==> config.mk <==
export PLATFORM = sky130hd
export DESIGN_NAME = tft_fifo
export DESIGN_NICKNAME = d
export VERILOG_FILES = /design/src/design/triangle_tangent_frame_core_defines.svh /design/src/design/tft_pkg.sv /design/src/design/tft_fifo.sv
export SDC_FILE = /design/constraint.sdc
export NUM_CORES = 1
export LEC_CHECK = 0
export ABC_AREA = 1
export ABC_CLOCK_PERIOD_IN_PS = 16900
export BUFFER_PORTS_ARGS = -buffer_cell sky130_fd_sc_hd__buf_4
export CAP_MARGIN = 20
export CORE_UTILIZATION = 30
export CTS_CLUSTER_DIAMETER = 80
export DETAILED_ROUTE_END_ITERATION = 10
export GPL_TIMING_DRIVEN = 0
export PLACE_DENSITY = 0.52
export SLEW_MARGIN = 20
export SYNTH_ARGS = -nofsm -noshare
export SYNTH_HDL_FRONTEND = slang
export SYNTH_SLANG_ARGS = --single-unit
==> constraint.sdc <==
create_clock -name clk -period 16.9 [get_ports clk]
set_input_delay 2.535 -clock clk [delete_from_list [all_inputs] [get_ports clk]]
set_output_delay 2.535 -clock clk [all_outputs]
set_load 0.05 [all_outputs]
==> src/design/triangle_tangent_frame_core_defines.svh <==
// Assertion macros for the triangle tangent frame core.
// Included by the modules that carry concurrent checks; no other dependencies.
`ifndef TRIANGLE_TANGENT_FRAME_CORE_DEFINES_SVH
`define TRIANGLE_TANGENT_FRAME_CORE_DEFINES_SVH

// Clocked check, masked while reset is high
`define TFT_ASSERT(lbl, ck, rs, prop, msg) \
  lbl: assert property (@(posedge ck) disable iff (rs) prop) else $error(msg);

// Clocked check that also holds across reset
`define TFT_ASSERT_NORST(lbl, ck, prop, msg) \
  lbl: assert property (@(posedge ck) prop) else $error(msg);

`endif

==> src/design/tft_pkg.sv <==
// Shared types and constants for the triangle tangent frame core.
// No dependencies; imported by every module of the block.
package tft_pkg;

  localparam int FW = 32;   // input field width
  localparam int DW = 33;   // raw edge / texture delta width
  localparam int SW = 31;   // block-scaled delta width
  localparam int UW = 16;   // Q1.14 unit component width
  localparam int VW = 64;   // product / cross vector width

  localparam logic [UW-1:0] ONE_Q14 = 16'd16384;

  typedef struct packed {
    logic [5:0][DW-1:0] e;  // e1 x,y,z then e2 x,y,z
    logic [3:0][DW-1:0] d;  // du1, du2, dv1, dv2
  } tri_t;

  typedef enum logic [2:0] {
    B_IDLE, B_SHRINK, B_MUL, B_SIGN, B_UNIT, B_OUT
  } back_state_t;

  typedef enum logic [2:0] {
    U_IDLE, U_NORM, U_SQ, U_SQRT, U_DIV
  } unit_state_t;

  typedef struct packed {
    logic done;
    logic ok;
  } unit_status_t;

endpackage

==> src/design/tft_fifo.sv <==
// Two-entry triangle queue between the front end and the back end.
// Depends on tft_pkg.
module tft_fifo (
  input  logic          clk,
  input  logic          rst,
  input  logic          push,
  input  tft_pkg::tri_t push_data,
  output logic          full,
  input  logic          pop,
  output tft_pkg::tri_t pop_data,
  output logic          empty
);
  import tft_pkg::*;

  tri_t       mem [2];
  logic       wr_ptr;
  logic       rd_ptr;
  logic [1:0] count;

  assign full     = (count == 2'd2);
  assign empty    = (count == 2'd0);
  assign pop_data = mem[rd_ptr];

  always_ff @(posedge clk) begin
    if (push && !full) begin
      mem[wr_ptr] <= push_data;
    end
  end

  always_ff @(posedge clk) begin
    if (rst) begin
      wr_ptr <= 1'b0;
      rd_ptr <= 1'b0;
      count  <= 2'd0;
    end else begin
      if (push && !full) wr_ptr <= ~wr_ptr;
      if (pop && !empty) rd_ptr <= ~rd_ptr;
      count <= count + 2'((push && !full) ? 1 : 0) - 2'((pop && !empty) ? 1 : 0);
    end
  end

endmodule

==> metrics.cfg, run 1 <==
[routing]
wl_per_cell_um = 20.6
drtIter0Drc = 482
drt_pass1_iterations = 6
num_vias = 12700
drc = 0
wl_um = 62200
vias_per_cell = 4.20
detail-route-antenna-nets = 0

[placement]
gp_congestion = 0.744
place_hpwl_um = 45200
port_buffers = 665
place_ws_ns = 12.13

[synthesis]
synthTopCellsByArea = edfxtp_1 (77%), mux2_4 (18%), buf_12 (2.6%)
synthTopCellsByCount = edfxtp_1 (660), mux2_4 (300), buf_12 (33), mux2_2 (30), inv_1 (10)
synth_edf_count = 660
syn_area_mm2 = 0.0256
synth.avg_cell_area_um2 = 24.0
async_reset_ff_frac = 0
postSynthRegisterBits = 665
yosys.area.top_type = edfxtp_1
synth_ff_type = edfxtp_1
yosysTopAreaCellShare = 0.774
netlist_instances = 1066
syn_nets = 1402
yosysMostFrequentCell = edfxtp_1
ys_seq_area_frac = 0.778
synth_warnings = 0
ys_types = 13

[sta]
skew_ns = 0.0328
fin_crit_ns = 4.64
rsz0062_at_grt = false
fin_ws_ns = 12.26
min_period_over_period = 0.275
slew-limit-headroom = 0.591
setup_viol_count_final = 0
worstMarginPinSlew_ns = 0.613
drv_slew = 0
fmax_mhz = 215
hold_viol = 0

[clocking]
numCtsBuffers = 78
hold_buffers = 0
postCtsSetupBuffers = 0
clock_path_buffers = 3
cts_tree = done
cts_resized = 0
cts_sinks = 665
clkTransAtPathRegs_ns = 0.06
clk_latency_ns = 0.61
cts_root_buf = clkbuf_16
htreeDepth = 3

[global_routing]
grt_pass1_vias = 13600
antenna_found_initial = 7
grt_pass1_wl_um = 87800
overflow = 0
grt_max_degree = 93
track_usage = 0.139

[worst_hold_path]
holdCritPathClass = flop to flop

[critical_path]
critPathSlowestCell = mux2_4
path_max_fanout = 10
crit_path_frequent_cell = buf_12
criticalPathCategory = flop to primary output
critical_path_required_ns = 14.37
slowest_delay_ns = 0.33
critPathArrivalTime_ns = 2.11
cp-start-kind = flop
path_cells = buf_6 -> buf_12 -> buf_12 -> mux2_4 -> buf_4
cp-end-kind = primary output

[run_status]
outcome = complete, no violations

[floorplanning]
die_area_mm2 = 0.0865
fp.dieW_um = 294
die_h_um = 294
start_util = 0.304
coreArea_mm2 = 0.0841
ioPinCount = 666
rows = 106

[power]
power_density_mw_per_mm2 = 174
vdd_drop_max_mv = 0.0921
leakage_nw = 13.5

[cells_and_area]
fin_nets = 2166
nFillCells = 7595
area_growth_pct = 36.8
fin_util = 0.417
drive_gt1_frac = 0.614

[run]
maxCapViolCount = 0

[critical path: cells and delay by family (launching register included)]
family,cells,cell delay [ns]
DFF,1,0.32
muxes,1,0.33
buffers and inverters,4,0.80
[layer usage]
layer  share of wire  up-vias  global-route usage  wire (µm)
li1                -     5801                   -          -
met1            0.34     6372               0.138      21100
met2            0.54      413               0.256      33500
met3           0.093      119              0.0574       5790
met4           0.029       10              0.0513       1790
met5          0.0011        -                   0         67
[logic make-up (layout without fill, tap and decap cells)]
family | after synthesis | after routing | synth area share
and+or+nand+nor | 20 | 20 | 0.00308
AOI/OAI and AO/OA | 2 | 2 | 0.000391
other | 0 | 1 | 0
muxes | 330 | 330 | 0.189
adders and majority gates | 2 | 2 | 0.000977
buffers and inverters | 47 | 872 | 0.0283
DFF | 665 | 665 | 0.778
[sequential cells by signal (all words and copies together), names as in the netlist, named ones only]
signal / cells
mem: 660
count: 2
rd_ptr: 1
wr_ptr: 1
[power by group]
group	internal, mW	switching, mW	leakage [nW]
combinational	0.863	1.43	6.06
sequential	2.09	0.0507	6.21
clock	1.00	0.662	1.25
total	3.95	2.15	13.5
[cell usage in the layout, fill, tap and decap left out, types with 2 or more instances in the layout]
master,n
clkinv_4,2
mux2_4,300
edfxtp_1,660
nand3_1,3
buf_12,45
ha_1,2
clkinv_1,17
inv_1,9
clkbuf_16,79
a21oi_1,2
dfxtp_1,5
buf_2,3
clkinv_8,4
bufinv_16,8
nand2_1,8
inv_6,3
inv_16,2
buf_16,7
nor2_1,8
buf_4,665
mux2_2,30
clkinv_2,7
clkbuf_1,15
clkbuf_8,3
[through the flow]
| stage | hold WS [ns] | TNS, ns | cell area, µm² | total power [mW] | instances |
|---|---|---|---|---|---|
| after floorplan | 0.467 | 0 | 25600 | 3.88 | 1066 |
| after global placement | 0.492 | -141.32 | 32000 | 4.58 | 2865 |
| after detailed placement | 0.497 | 0 | 32500 | 4.51 | 2884 |
| after CTS | 0.515 | 0 | 35000 | 6.20 | 3025 |
| after global routing | 0.528 | 0 | 35000 | 6.33 | 3026 |
| final | 0.513 | 0 | 35000 | 6.10 | 3026 |
[area by class of cell]
class | instances | area (µm²) | share of cell area
clock buffer | 97 | 2070 | 0.0592
timing repair buffer | 684 | 5430 | 0.155
inverter | 10 | 45.0 | 0.00129
buffer | 37 | 687 | 0.0196
clock inverter | 44 | 495 | 0.0141
multi-input combinational | 354 | 4960 | 0.142
tap | 1134 | 1420 | 0.0405
antenna | 1 | 2.50 | 0.0000714
sequential | 665 | 19900 | 0.569
[final timing paths]
path	startpoint	endpoint	slack, ns	cells after the start
setup / recovery	flop	pop_data[254]	12.26	5
hold / removal	rd_ptr	rd_ptr	0.51	2
setup reg to reg	count[0]	mem[1][184]	14.22	6
hold reg to reg	rd_ptr	rd_ptr	0.51	2
(Power assumes the default switching activity.)
==> inputs of run 2 (changes only) <==
- ABC_CLOCK_PERIOD_IN_PS: 16900 -> 4100
- clock period: 16.9 -> 4.1 ns (I/O delays scaled with it)
==> metrics.cfg, run 2 (synthesized netlist as in run 1, its figures left out) <==
[run_status]
outcome = complete, no violations

[critical_path]
path_cells = inv_1 -> nand2_1 -> nand2_8 -> nor2_4 -> buf_16 -> buf_16 -> buf_16 -> buf_16 -> buf_12 -> buf_12
path_max_fanout = 23  ; +13
crit_end = mem[0][256]
criticalPathCategory = flop to flop
r2r_slack_ns = 1.37  ; -12.85 ns
r2r_start = count[0]
critPathArrivalTime_ns = 3.02  ; +0.91 ns
crit_start = count[0]
cp-start-kind = flop
crit_path_frequent_cell = buf_16
worstReg2RegEnd = mem[0][256]
cp-end-kind = flop
slowest_delay_ns = 0.42  ; +0.09 ns
r2r_cells = 10  ; +4
critical_path_required_ns = 4.40  ; -9.97 ns
critPathSlowestCell = nor2_4

[global_routing]
use_met2 = 0.258  ; +0.00196
grt_busiest_layer = met2
track_usage = 0.142  ; +0.00270
grt_max_degree = 33  ; -65%
overflow = 0  ; unchanged
grt.met3_usage = 0.0596  ; +0.00219
grt_pass1_wl_um = 89600  ; +2.0%
antenna_found_initial = 9  ; +2
grt_util_met1 = 0.141  ; +0.00274
grt_pass1_vias = 13800  ; +0.90%

[routing]
vias_per_cell = 4.20  ; about the same
drc = 0  ; unchanged
wl_um = 63300  ; +1.8%
drt_pass1_iterations = 5  ; -1
detail-route-antenna-nets = 0  ; unchanged
num_vias = 12800  ; +0.33%
drtIter0Drc = 428  ; -11%
wl_per_cell_um = 20.9  ; +1.4%

[clocking]
cts_tree = done
clkTransAtPathRegs_ns = 0.06  ; about the same
hold_buffers = 0  ; unchanged
cts_sinks = 665  ; unchanged
cts_resized = 0  ; unchanged
numCtsBuffers = 77  ; -1.3%
clk_latency_ns = 0.60  ; about the same
cts_root_buf = clkbuf_16
htreeDepth = 3  ; unchanged
postCtsSetupBuffers = 0  ; unchanged
clock_path_buffers = 3  ; unchanged

[run]
maxCapViolCount = 0  ; unchanged

[power]
vdd_drop_max_mv = 0.416  ; +350%
leakage_nw = 13.6  ; +0.29%
power_mw = 25.1  ; +310%
power_density_mw_per_mm2 = 712  ; +310%

[placement]
place_hpwl_um = 47400  ; +4.8%
port_buffers = 665  ; unchanged
dpl.cell_count = 2895  ; +0.38%
gp_congestion = 0.728  ; -2.1%

[sta]
whs_ns = 0.180  ; -0.334 ns
fmax_mhz = 367
slew-limit-headroom = 0.672  ; +0.0814
rsz0062_at_grt = false
drv_slew = 0  ; unchanged
skew_ns = 0.0201  ; -0.0127 ns
hold_viol = 0  ; unchanged
setup_viol_count_final = 0  ; unchanged
finalSetupTns_ns = 0  ; unchanged
worstMarginPinSlew_ns = 0.490  ; -0.123 ns
fin_crit_ns = 2.73
min_period_over_period = 0.665

[cells_and_area]
regMostFlops = mem
drive_gt1_frac = 0.616  ; +0.00142
final_common_cell = buf_4
final_cell_mix = buf_4 (665), edfxtp_1 (660), mux2_4 (300)
largest_registers = mem: 660 flops, count: 2 flops
instances_no_fill = 3038  ; +0.40%
largest_reg_flops = 660  ; unchanged
area_growth_pct = 37.6
fin_nets = 2176  ; +0.46%

[floorplanning]
fp.dieW_um = 294  ; unchanged
die_area_mm2 = 0.0865  ; unchanged
coreArea_mm2 = 0.0841  ; unchanged
die_h_um = 294  ; unchanged
ioPinCount = 666  ; unchanged
start_util = 0.304  ; unchanged
rows = 106  ; unchanged

[worst_hold_path]
holdCritPathClass = input port to flop

## run 2: worst min-delay path by stage
stage          startpoint  endpoint  slack [ns]  cells past startpoint
2_1_floorplan      rd_ptr      flop        0.47                      2
3_3_place_gp       rd_ptr    rd_ptr        0.49                      2
3_5_place_dp       rd_ptr    rd_ptr        0.50                      2
4_1_cts               rst  count[0]        0.12                      2
5_1_grt               rst  count[0]        0.14                      2
6_report              rst  count[0]        0.18                      2
## run 2: cell type report
class                   instances  area [µm²]
fillers                      7591       48900
flip-flops and latches        665       19900
repair buffers                695        5690
multi-input cells             354        4990
clock buffers                 101        2040
well taps                    1134        1420
plain buffers                  37         687
clock inverters                36         412
inverters                      10        41.3
diodes                          6        15.0
## run 2: per-stage QoR
step	util	cell area (µm²)	setup slack (ns)
2_1_floorplan	-	25600	-1.92
4_1_cts	0.419	35200	1.30
3_5_place_dp	0.389	32700	1.25
5_1_grt	0.419	35200	1.19
6_report	0.419	35200	1.37
3_3_place_gp	0.381	32100	-5.59
## run 2: report_power, final
part	internal [mW]	switching, mW
logic	3.65	5.96
registers	8.61	0.214
clock network	3.96	2.69
## run 2: critical path: cells and delay by family, from the launching register on
| family | cells | cell delay (ns) |
|---|---|---|
| flip-flops | 1 | 0.36 |
| AND/OR/NAND/NOR | 3 | 0.74 |
| buffers and inverters | 7 | 1.25 |
## run 2: routing by layer
| layer | wire length [µm] | vias up |
|---|---|---|
| met1 | 21700 | 6371 |
| met2 | 33600 | 442 |
| met4 | 2100 | 6 |
| met3 | 5970 | 122 |
| li1 | - | 5816 |
| met5 | 50 | - |
