<file path="src/design/triangle_tangent_frame_core_defines.svh">
// Assertion macros for the triangle tangent frame core.
// Included by the modules that carry concurrent checks; no other dependencies.
`ifndef TRIANGLE_TANGENT_FRAME_CORE_DEFINES_SVH
`define TRIANGLE_TANGENT_FRAME_CORE_DEFINES_SVH

// Clocked check, masked while reset is high
`define TFT_ASSERT(lbl, ck, rs, prop, msg) \
  lbl: assert property (@(posedge ck) disable iff (rs) prop) else $error(msg);

// Clocked check that also holds across reset
`define TFT_ASSERT_NORST(lbl, ck, prop, msg) \
  lbl: assert property (@(posedge ck) prop) else $error(msg);

`endif

</file>
<file path="src/design/tft_pkg.sv">
// Shared types and constants for the triangle tangent frame core.
// No dependencies; imported by every module of the block.
package tft_pkg;

  localparam int FW = 32;   // input field width
  localparam int DW = 33;   // raw edge / texture delta width
  localparam int SW = 31;   // block-scaled delta width
  localparam int UW = 16;   // Q1.14 unit component width
  localparam int VW = 64;   // product / cross vector width

  localparam logic [UW-1:0] ONE_Q14 = 16'd16384;

  typedef struct packed {
    logic [5:0][DW-1:0] e;  // e1 x,y,z then e2 x,y,z
    logic [3:0][DW-1:0] d;  // du1, du2, dv1, dv2
  } tri_t;

  typedef enum logic [2:0] {
    B_IDLE, B_SHRINK, B_MUL, B_SIGN, B_UNIT, B_OUT
  } back_state_t;

  typedef enum logic [2:0] {
    U_IDLE, U_NORM, U_SQ, U_SQRT, U_DIV
  } unit_state_t;

  typedef struct packed {
    logic done;
    logic ok;
  } unit_status_t;

endpackage

</file>
<file path="src/design/tft_front.sv">
// Vertex front end: gathers three vertices and forms edges and texture deltas.
// Depends on tft_pkg.
module tft_front #(
  parameter int COORD_WIDTH = 32
) (
  input  logic          clk,
  input  logic          rst,
  input  logic          s_tvalid,
  output logic          s_tready,
  input  logic [159:0]  s_tdata,
  output logic          push,
  output tft_pkg::tri_t push_data,
  input  logic          full
);
  import tft_pkg::*;

  localparam int CW = (COORD_WIDTH > FW) ? FW : COORD_WIDTH;
  localparam int SH = FW - CW;

  logic [1:0]          phase;
  logic signed [FW-1:0] cur [5];
  logic signed [FW-1:0] p1  [5];
  logic signed [FW-1:0] p2  [5];
  logic [FW-1:0]        raw [5];
  logic                 acc;

  // keep the low CW bits, sign-extended
  always_comb begin
    for (int i = 0; i < 5; i++) begin
      raw[i] = s_tdata[FW*i +: FW] << SH;
      cur[i] = $signed(raw[i]) >>> SH;
    end
  end

  assign s_tready = (phase != 2'd2) || !full;
  assign acc      = s_tvalid && s_tready;
  assign push     = acc && (phase == 2'd2);

  always_comb begin
    for (int i = 0; i < 3; i++) begin
      push_data.e[i]   = DW'(p2[i])  - DW'(p1[i]);
      push_data.e[3+i] = DW'(cur[i]) - DW'(p1[i]);
    end
    push_data.d[0] = DW'(p2[3])  - DW'(p1[3]);
    push_data.d[1] = DW'(cur[3]) - DW'(p1[3]);
    push_data.d[2] = DW'(p2[4])  - DW'(p1[4]);
    push_data.d[3] = DW'(cur[4]) - DW'(p1[4]);
  end

  always_ff @(posedge clk) begin
    if (rst) begin
      phase <= 2'd0;
    end else if (acc) begin
      case (phase)
        2'd1: begin
          p2    <= cur;
          phase <= 2'd2;
        end
        2'd2: begin
          phase <= 2'd0;
        end
        default: begin
          p1    <= cur;
          phase <= 2'd1;
        end
      endcase
    end
  end

endmodule

</file>
<file path="config.mk">
export PLATFORM = sky130hd
export DESIGN_NAME = tft_front
export DESIGN_NICKNAME = d
export VERILOG_FILES = /design/src/design/triangle_tangent_frame_core_defines.svh /design/src/design/tft_pkg.sv /design/src/design/tft_front.sv
export SDC_FILE = /design/constraint.sdc
export NUM_CORES = 1
export LEC_CHECK = 0
export BUFFER_PORTS_ARGS = -buffer_cell sky130_fd_sc_hd__buf_2
export CAP_MARGIN = 5
export CORE_MARGIN = 2
export CORE_UTILIZATION = 55
export DETAILED_ROUTE_END_ITERATION = 6
export PLACE_DENSITY = 0.91
export SLEW_MARGIN = 20
export SYNTH_ARGS = -nofsm -noshare
export SYNTH_HDL_FRONTEND = slang
export SYNTH_SLANG_ARGS = --single-unit
</file>
<file path="constraint.sdc">
create_clock -name clk -period 6.23 [get_ports clk]
set_input_delay 0.623 -clock clk [delete_from_list [all_inputs] [get_ports clk]]
set_output_delay 0.623 -clock clk [all_outputs]
set_load 0.02 [all_outputs]
</file>
==> impl_results.html <==
<table>
<tr><th>Metric</th><th>Value</th></tr>
<tr><th colspan="2">Clocking</th></tr>
<tr><td>Clock net sink count</td><td>around 320</td></tr>
<tr><td>Count of instances resized after the clock tree is built</td><td>0</td></tr>
<tr><td>Clock tree from TritonCTS</td><td>done</td></tr>
<tr><td>Clk root buf</td><td>sky130_fd_sc_hd__clkbuf_16</td></tr>
<tr><td>Hold buffer count at cts</td><td>0</td></tr>
<tr><td>Clock Pin Slew Worst Setup and Hold Paths</td><td>about 60 ps</td></tr>
<tr><td>Maximum clock path buffer count</td><td>3</td></tr>
<tr><td>H-tree lvl count</td><td>2</td></tr>
<tr><td>Clock insertion delay at the later pin of the skew report</td><td>approximately 560 ps</td></tr>
<tr><td>Number of buffers created by CTS</td><td>38</td></tr>
<tr><td>Post-CTS setup buffer count</td><td>0</td></tr>
<tr><th colspan="2">Global route</th></tr>
<tr><td>Aggregate global routing overflow</td><td>0</td></tr>
<tr><td>Number of antenna violations at the first check in global routing</td><td>25</td></tr>
<tr><td>Routing layer with the top usage in global route</td><td>met2</td></tr>
<tr><td>First-pass GRT wire length</td><td>114.6 mm</td></tr>
<tr><td>GR Util met2</td><td>between 40% and 50%</td></tr>
<tr><td>Via count of the first global-routing pass</td><td>about 22,000</td></tr>
<tr><td>Global Route met3 Usage</td><td>6.453%</td></tr>
<tr><td>Total GRT Usage</td><td>between 20% and 30%</td></tr>
<tr><td>Largest net degree at the start of global routing</td><td>161</td></tr>
<tr><td>Met1 global-route usage</td><td>34.75%</td></tr>
<tr><th colspan="2">Setup path</th></tr>
<tr><td>Crit start category</td><td>flop</td></tr>
<tr><td>Data required time at the worst endpoint</td><td>between 5000 and 6000 ps</td></tr>
<tr><td>Setup crit end kind</td><td>output pin</td></tr>
<tr><td>Signal arrival time at the worst endpoint</td><td>4370 ps</td></tr>
<tr><td>Top fanout value on the critical path</td><td>3</td></tr>
<tr><td>Crit Path Class</td><td>flop to output pin</td></tr>
<tr><th colspan="2">Logic synthesis</th></tr>
<tr><td>Yosys warns</td><td>0</td></tr>
<tr><td>Total of flip-flops plus latches after synthesis</td><td>roughly 320</td></tr>
<tr><td>Number of flops mapped to enable cells by yosys</td><td>320</td></tr>
<tr><td>Mean Syn Cell Area</td><td>between 9 and 10 um^2</td></tr>
<tr><td>Netlist area before placement</td><td>roughly 26,000 um^2</td></tr>
<tr><td>Synth Instances</td><td>between 2,000 and 3,000</td></tr>
<tr><td>Most instantiated flip-flop cell in the synthesis netlist</td><td>sky130_fd_sc_hd__edfxtp_1</td></tr>
<tr><td>Part of the Yosys area used for sequential elements</td><td>a little under two fifths</td></tr>
<tr><td>Top cells by area in the synthesized netlist</td><td>sky130_fd_sc_hd__edfxtp_1 (37%), sky130_fd_sc_hd__ha_1 (15%), sky130_fd_sc_hd__xnor2_1 (6.3%)</td></tr>
<tr><td>Library cell with the highest instance count after synthesis</td><td>sky130_fd_sc_hd__ha_1</td></tr>
<tr><td>Share of synthesized registers carrying an async set or reset</td><td>0%</td></tr>
<tr><td>Area leader, netlist</td><td>sky130_fd_sc_hd__edfxtp_1</td></tr>
<tr><td>Number of distinct library cells after synthesis</td><td>slightly below 90</td></tr>
<tr><td>Synthesized net count</td><td>about 3,200</td></tr>
<tr><td>Area share of the largest cell type after synthesis</td><td>between 30% and 40%</td></tr>
<tr><td>Most frequent cells after synthesis</td><td>sky130_fd_sc_hd__ha_1 (322), sky130_fd_sc_hd__edfxtp_1 (320), sky130_fd_sc_hd__inv_1 (266)</td></tr>
<tr><th colspan="2">Power</th></tr>
<tr><td>Share of power burned in registers</td><td>between 30% and 40%</td></tr>
<tr><td>PwrDens</td><td>about 240 nW/um^2</td></tr>
<tr><td>Relative contribution of the clock network to total power</td><td>roughly 31%</td></tr>
<tr><td>Switch Pwr</td><td>2.585 mW</td></tr>
<tr><td>Int Pwr</td><td>4.706 mW</td></tr>
<tr><td>Worst IR drop on VDD</td><td>between 0.15 and 0.2 mV</td></tr>
<tr><td>Portion of total power attributed to combinational logic</td><td>a little over a third</td></tr>
<tr><td>Total leakage power</td><td>13.90 nW</td></tr>
<tr><td>Total power</td><td>around 7.3 mW</td></tr>
<tr><td>Switching power share of the total</td><td>between 30% and 40%</td></tr>
<tr><th colspan="2">Finish</th></tr>
<tr><td>Area taken by multi-input logic gates</td><td>15,450 um^2</td></tr>
<tr><td>Area grow syn2layout</td><td>16.87%</td></tr>
<tr><td>Proportion of layout cells with a drive suffix above 1</td><td>between 10% and 20%</td></tr>
<tr><td>Number of fill cells</td><td>3,666</td></tr>
<tr><td>Area of all sequential standard cells</td><td>around 9600 um^2</td></tr>
<tr><td>Total Nets Final</td><td>around 3,700</td></tr>
<tr><th colspan="2">STA</th></tr>
<tr><td>Min Clock Period, post-route</td><td>about 5000 ps</td></tr>
<tr><td>Final-report max-slew violation count</td><td>0</td></tr>
<tr><td>Setup TNS</td><td>0 ps</td></tr>
<tr><td>Relative slew margins</td><td>between 20% and 30%</td></tr>
<tr><td>Setup violations, final</td><td>0</td></tr>
<tr><td>Worst clock skew</td><td>around 21 ps</td></tr>
<tr><td>Number of endpoints with negative hold slack in the final report</td><td>0</td></tr>
<tr><td>Setup repair after global routing missed its margin</td><td>no</td></tr>
<tr><td>Period utilization</td><td>roughly four fifths</td></tr>
<tr><td>Achievable frequency</td><td>0.2004 GHz</td></tr>
<tr><td>Worst Hold Margin</td><td>around 250 ps</td></tr>
<tr><td>Worst-margin pin slew</td><td>1166 ps</td></tr>
<tr><th colspan="2">Floorplan</th></tr>
<tr><td>Std cell rows</td><td>80</td></tr>
<tr><td>DIE AREA</td><td>between 40,000 and 50,000 um^2</td></tr>
<tr><td>Number of top-level pins</td><td>approximately 500</td></tr>
<tr><td>Placeable core region</td><td>47,450 um^2</td></tr>
<tr><td>Die H</td><td>about 220 um</td></tr>
<tr><td>Die W</td><td>about 220 um</td></tr>
<tr><td>Initial Utilization</td><td>a little under three fifths</td></tr>
<tr><th colspan="2">Detailed routing</th></tr>
<tr><td>Total via count in the routed design</td><td>23,590</td></tr>
<tr><td>Post-detailed-route count of antenna-violating nets</td><td>0</td></tr>
<tr><td>Average detailed-routed wire length per instance</td><td>18.97 um</td></tr>
<tr><td>1st-iter DRT viols</td><td>1,672</td></tr>
<tr><td>Drt drc</td><td>0</td></tr>
<tr><td>Routed Wire Length</td><td>roughly 74 mm</td></tr>
<tr><td>First-pass detailed-route iteration total</td><td>5</td></tr>
<tr><td>Drt via density</td><td>6.048</td></tr>
<tr><th colspan="2">Placed design</th></tr>
<tr><td>Final GP Congestion</td><td>about 1</td></tr>
<tr><td>Post-detail-place hpwl</td><td>57.01 mm</td></tr>
<tr><td>Count of buffers inserted at the top-level ports</td><td>~500</td></tr>
<tr><th colspan="2">Run</th></tr>
<tr><td>Maximum capacitance violations</td><td>0</td></tr>
<tr><th colspan="2">Worst hold path</th></tr>
<tr><td>Worst hold path class</td><td>primary input to flop</td></tr>
<tr><th colspan="2">Outcome</th></tr>
<tr><td>Status</td><td>completed</td></tr>
</table>
-- cell usage in the layout, fill, tap and decap left out, types with 14 or more instances in the layout --
| cell | count |
|---|---|
| sky130_fd_sc_hd__buf_2 | 495 |
| sky130_fd_sc_hd__ha_1 | 322 |
| sky130_fd_sc_hd__edfxtp_1 | 320 |
| sky130_fd_sc_hd__inv_1 | 266 |
| sky130_fd_sc_hd__a21oi_1 | 244 |
| sky130_fd_sc_hd__xnor2_1 | 188 |
| sky130_fd_sc_hd__nor2_1 | 180 |
| sky130_fd_sc_hd__o21ai_0 | 155 |
| sky130_fd_sc_hd__nand2_1 | 135 |
| sky130_fd_sc_hd__a21o_1 | 129 |
| sky130_fd_sc_hd__xor2_1 | 75 |
| sky130_fd_sc_hd__o21a_1 | 63 |
| sky130_fd_sc_hd__nor2b_1 | 59 |
| sky130_fd_sc_hd__nand3_1 | 58 |
| sky130_fd_sc_hd__nor3_1 | 55 |
| sky130_fd_sc_hd__a31oi_1 | 42 |
| sky130_fd_sc_hd__clkbuf_16 | 39 |
| sky130_fd_sc_hd__nand2b_1 | 35 |
| sky130_fd_sc_hd__o21bai_1 | 26 |
| sky130_fd_sc_hd__and3_1 | 23 |
| sky130_fd_sc_hd__nand4_1 | 23 |
| sky130_fd_sc_hd__diode_2 | 20 |
| sky130_fd_sc_hd__o211ai_1 | 20 |
| sky130_fd_sc_hd__and2_1 | 17 |
| sky130_fd_sc_hd__or3_1 | 16 |
| sky130_fd_sc_hd__o31ai_1 | 15 |
| sky130_fd_sc_hd__nor3b_1 | 14 |
| sky130_fd_sc_hd__a21boi_0 | 14 |
-- cell families after synthesis --
logic type,count (synthesis),share of synthesized area (%)
AOI/OAI and AO/OA,859,21.44
and+or+nand+nor,658,12.47
adders and majority gates,332,16.13
DFF,322,36.79
buffers and inverters,301,4.313
xor gates and xnor gates,263,8.783
muxes,2,0.07634
-- sequential cells by signal, summed over array words and instances, names as in the netlist --
name / cells
p1: 160
p2: 160
phase: 2
-- layer usage --
layer | wire [um] | part of all wire (%) | vias to the layer above
met5 | 52 | 0.070 | -
met4 | 3591 | 4.9 | 8
met3 | 6584 | 8.9 | 240
met2 | 35050 | 47 | 1170
met1 | 28740 | 39 | 11040
li1 | - | - | 11130
-- metrics by stage --
| stage | setup slack, ps | instance area [um^2] | cells | util (%) |
|---|---|---|---|---|
| final | 1239 | 30650 | 3901 | 64.60 |
| after global routing | 1084 | 30640 | 3897 | 64.58 |
| after CTS | 1358 | 30600 | 3881 | 64.49 |
| after detailed placement | 1632 | 29380 | 3814 | 61.93 |
| after global placement | 1762 | 29380 | 3814 | 61.93 |
| after floorplan | 963.6 | 26230 | 2737 | - |
-- cell type report --
cell class,instances,share of cell area (%)
clock buffer,47,3.282
timing repair buffer,497,8.214
tap,615,2.511
clock inverter,20,0.6817
antenna,20,0.1633
multi-input combinational,2114,50.41
inverter,266,3.258
sequential,322,31.48
-- final timing paths --
kind	start	end	slack, ps	cells after the start
max	p1[0]	push_data[96]	1240	12
min	rst	phase[0]	250	2
max reg2reg	phase[0]	p2[152]	3650	7
min reg2reg	phase[0]	phase[0]	480	2
-- power by group through the flow --
stage	clock network (mW)	logic, mW	registers [mW]
3_3_place_gp	0	2.46	2.55
5_1_grt	2.33	2.73	2.51
6_report	2.23	2.55	2.51
3_5_place_dp	0	2.50	2.55
2_1_floorplan	0	1.70	2.56
4_1_cts	2.25	2.52	2.51
-- critical path: stages, from the launching register on --
cell and delay, ps:
sky130_fd_sc_hd__edfxtp_1 410, sky130_fd_sc_hd__ha_1 250, sky130_fd_sc_hd__fa_1 420, sky130_fd_sc_hd__nor2b_1 120, sky130_fd_sc_hd__o21ai_0 180, sky130_fd_sc_hd__a21boi_0 410, sky130_fd_sc_hd__o211ai_1 230, sky130_fd_sc_hd__o21a_1 280
sky130_fd_sc_hd__o311ai_2 520, sky130_fd_sc_hd__a41o_1 300, sky130_fd_sc_hd__o21ai_0 130, sky130_fd_sc_hd__xnor2_1 320, sky130_fd_sc_hd__buf_2 240
Note: power is estimated with default switching activity, not from simulation.
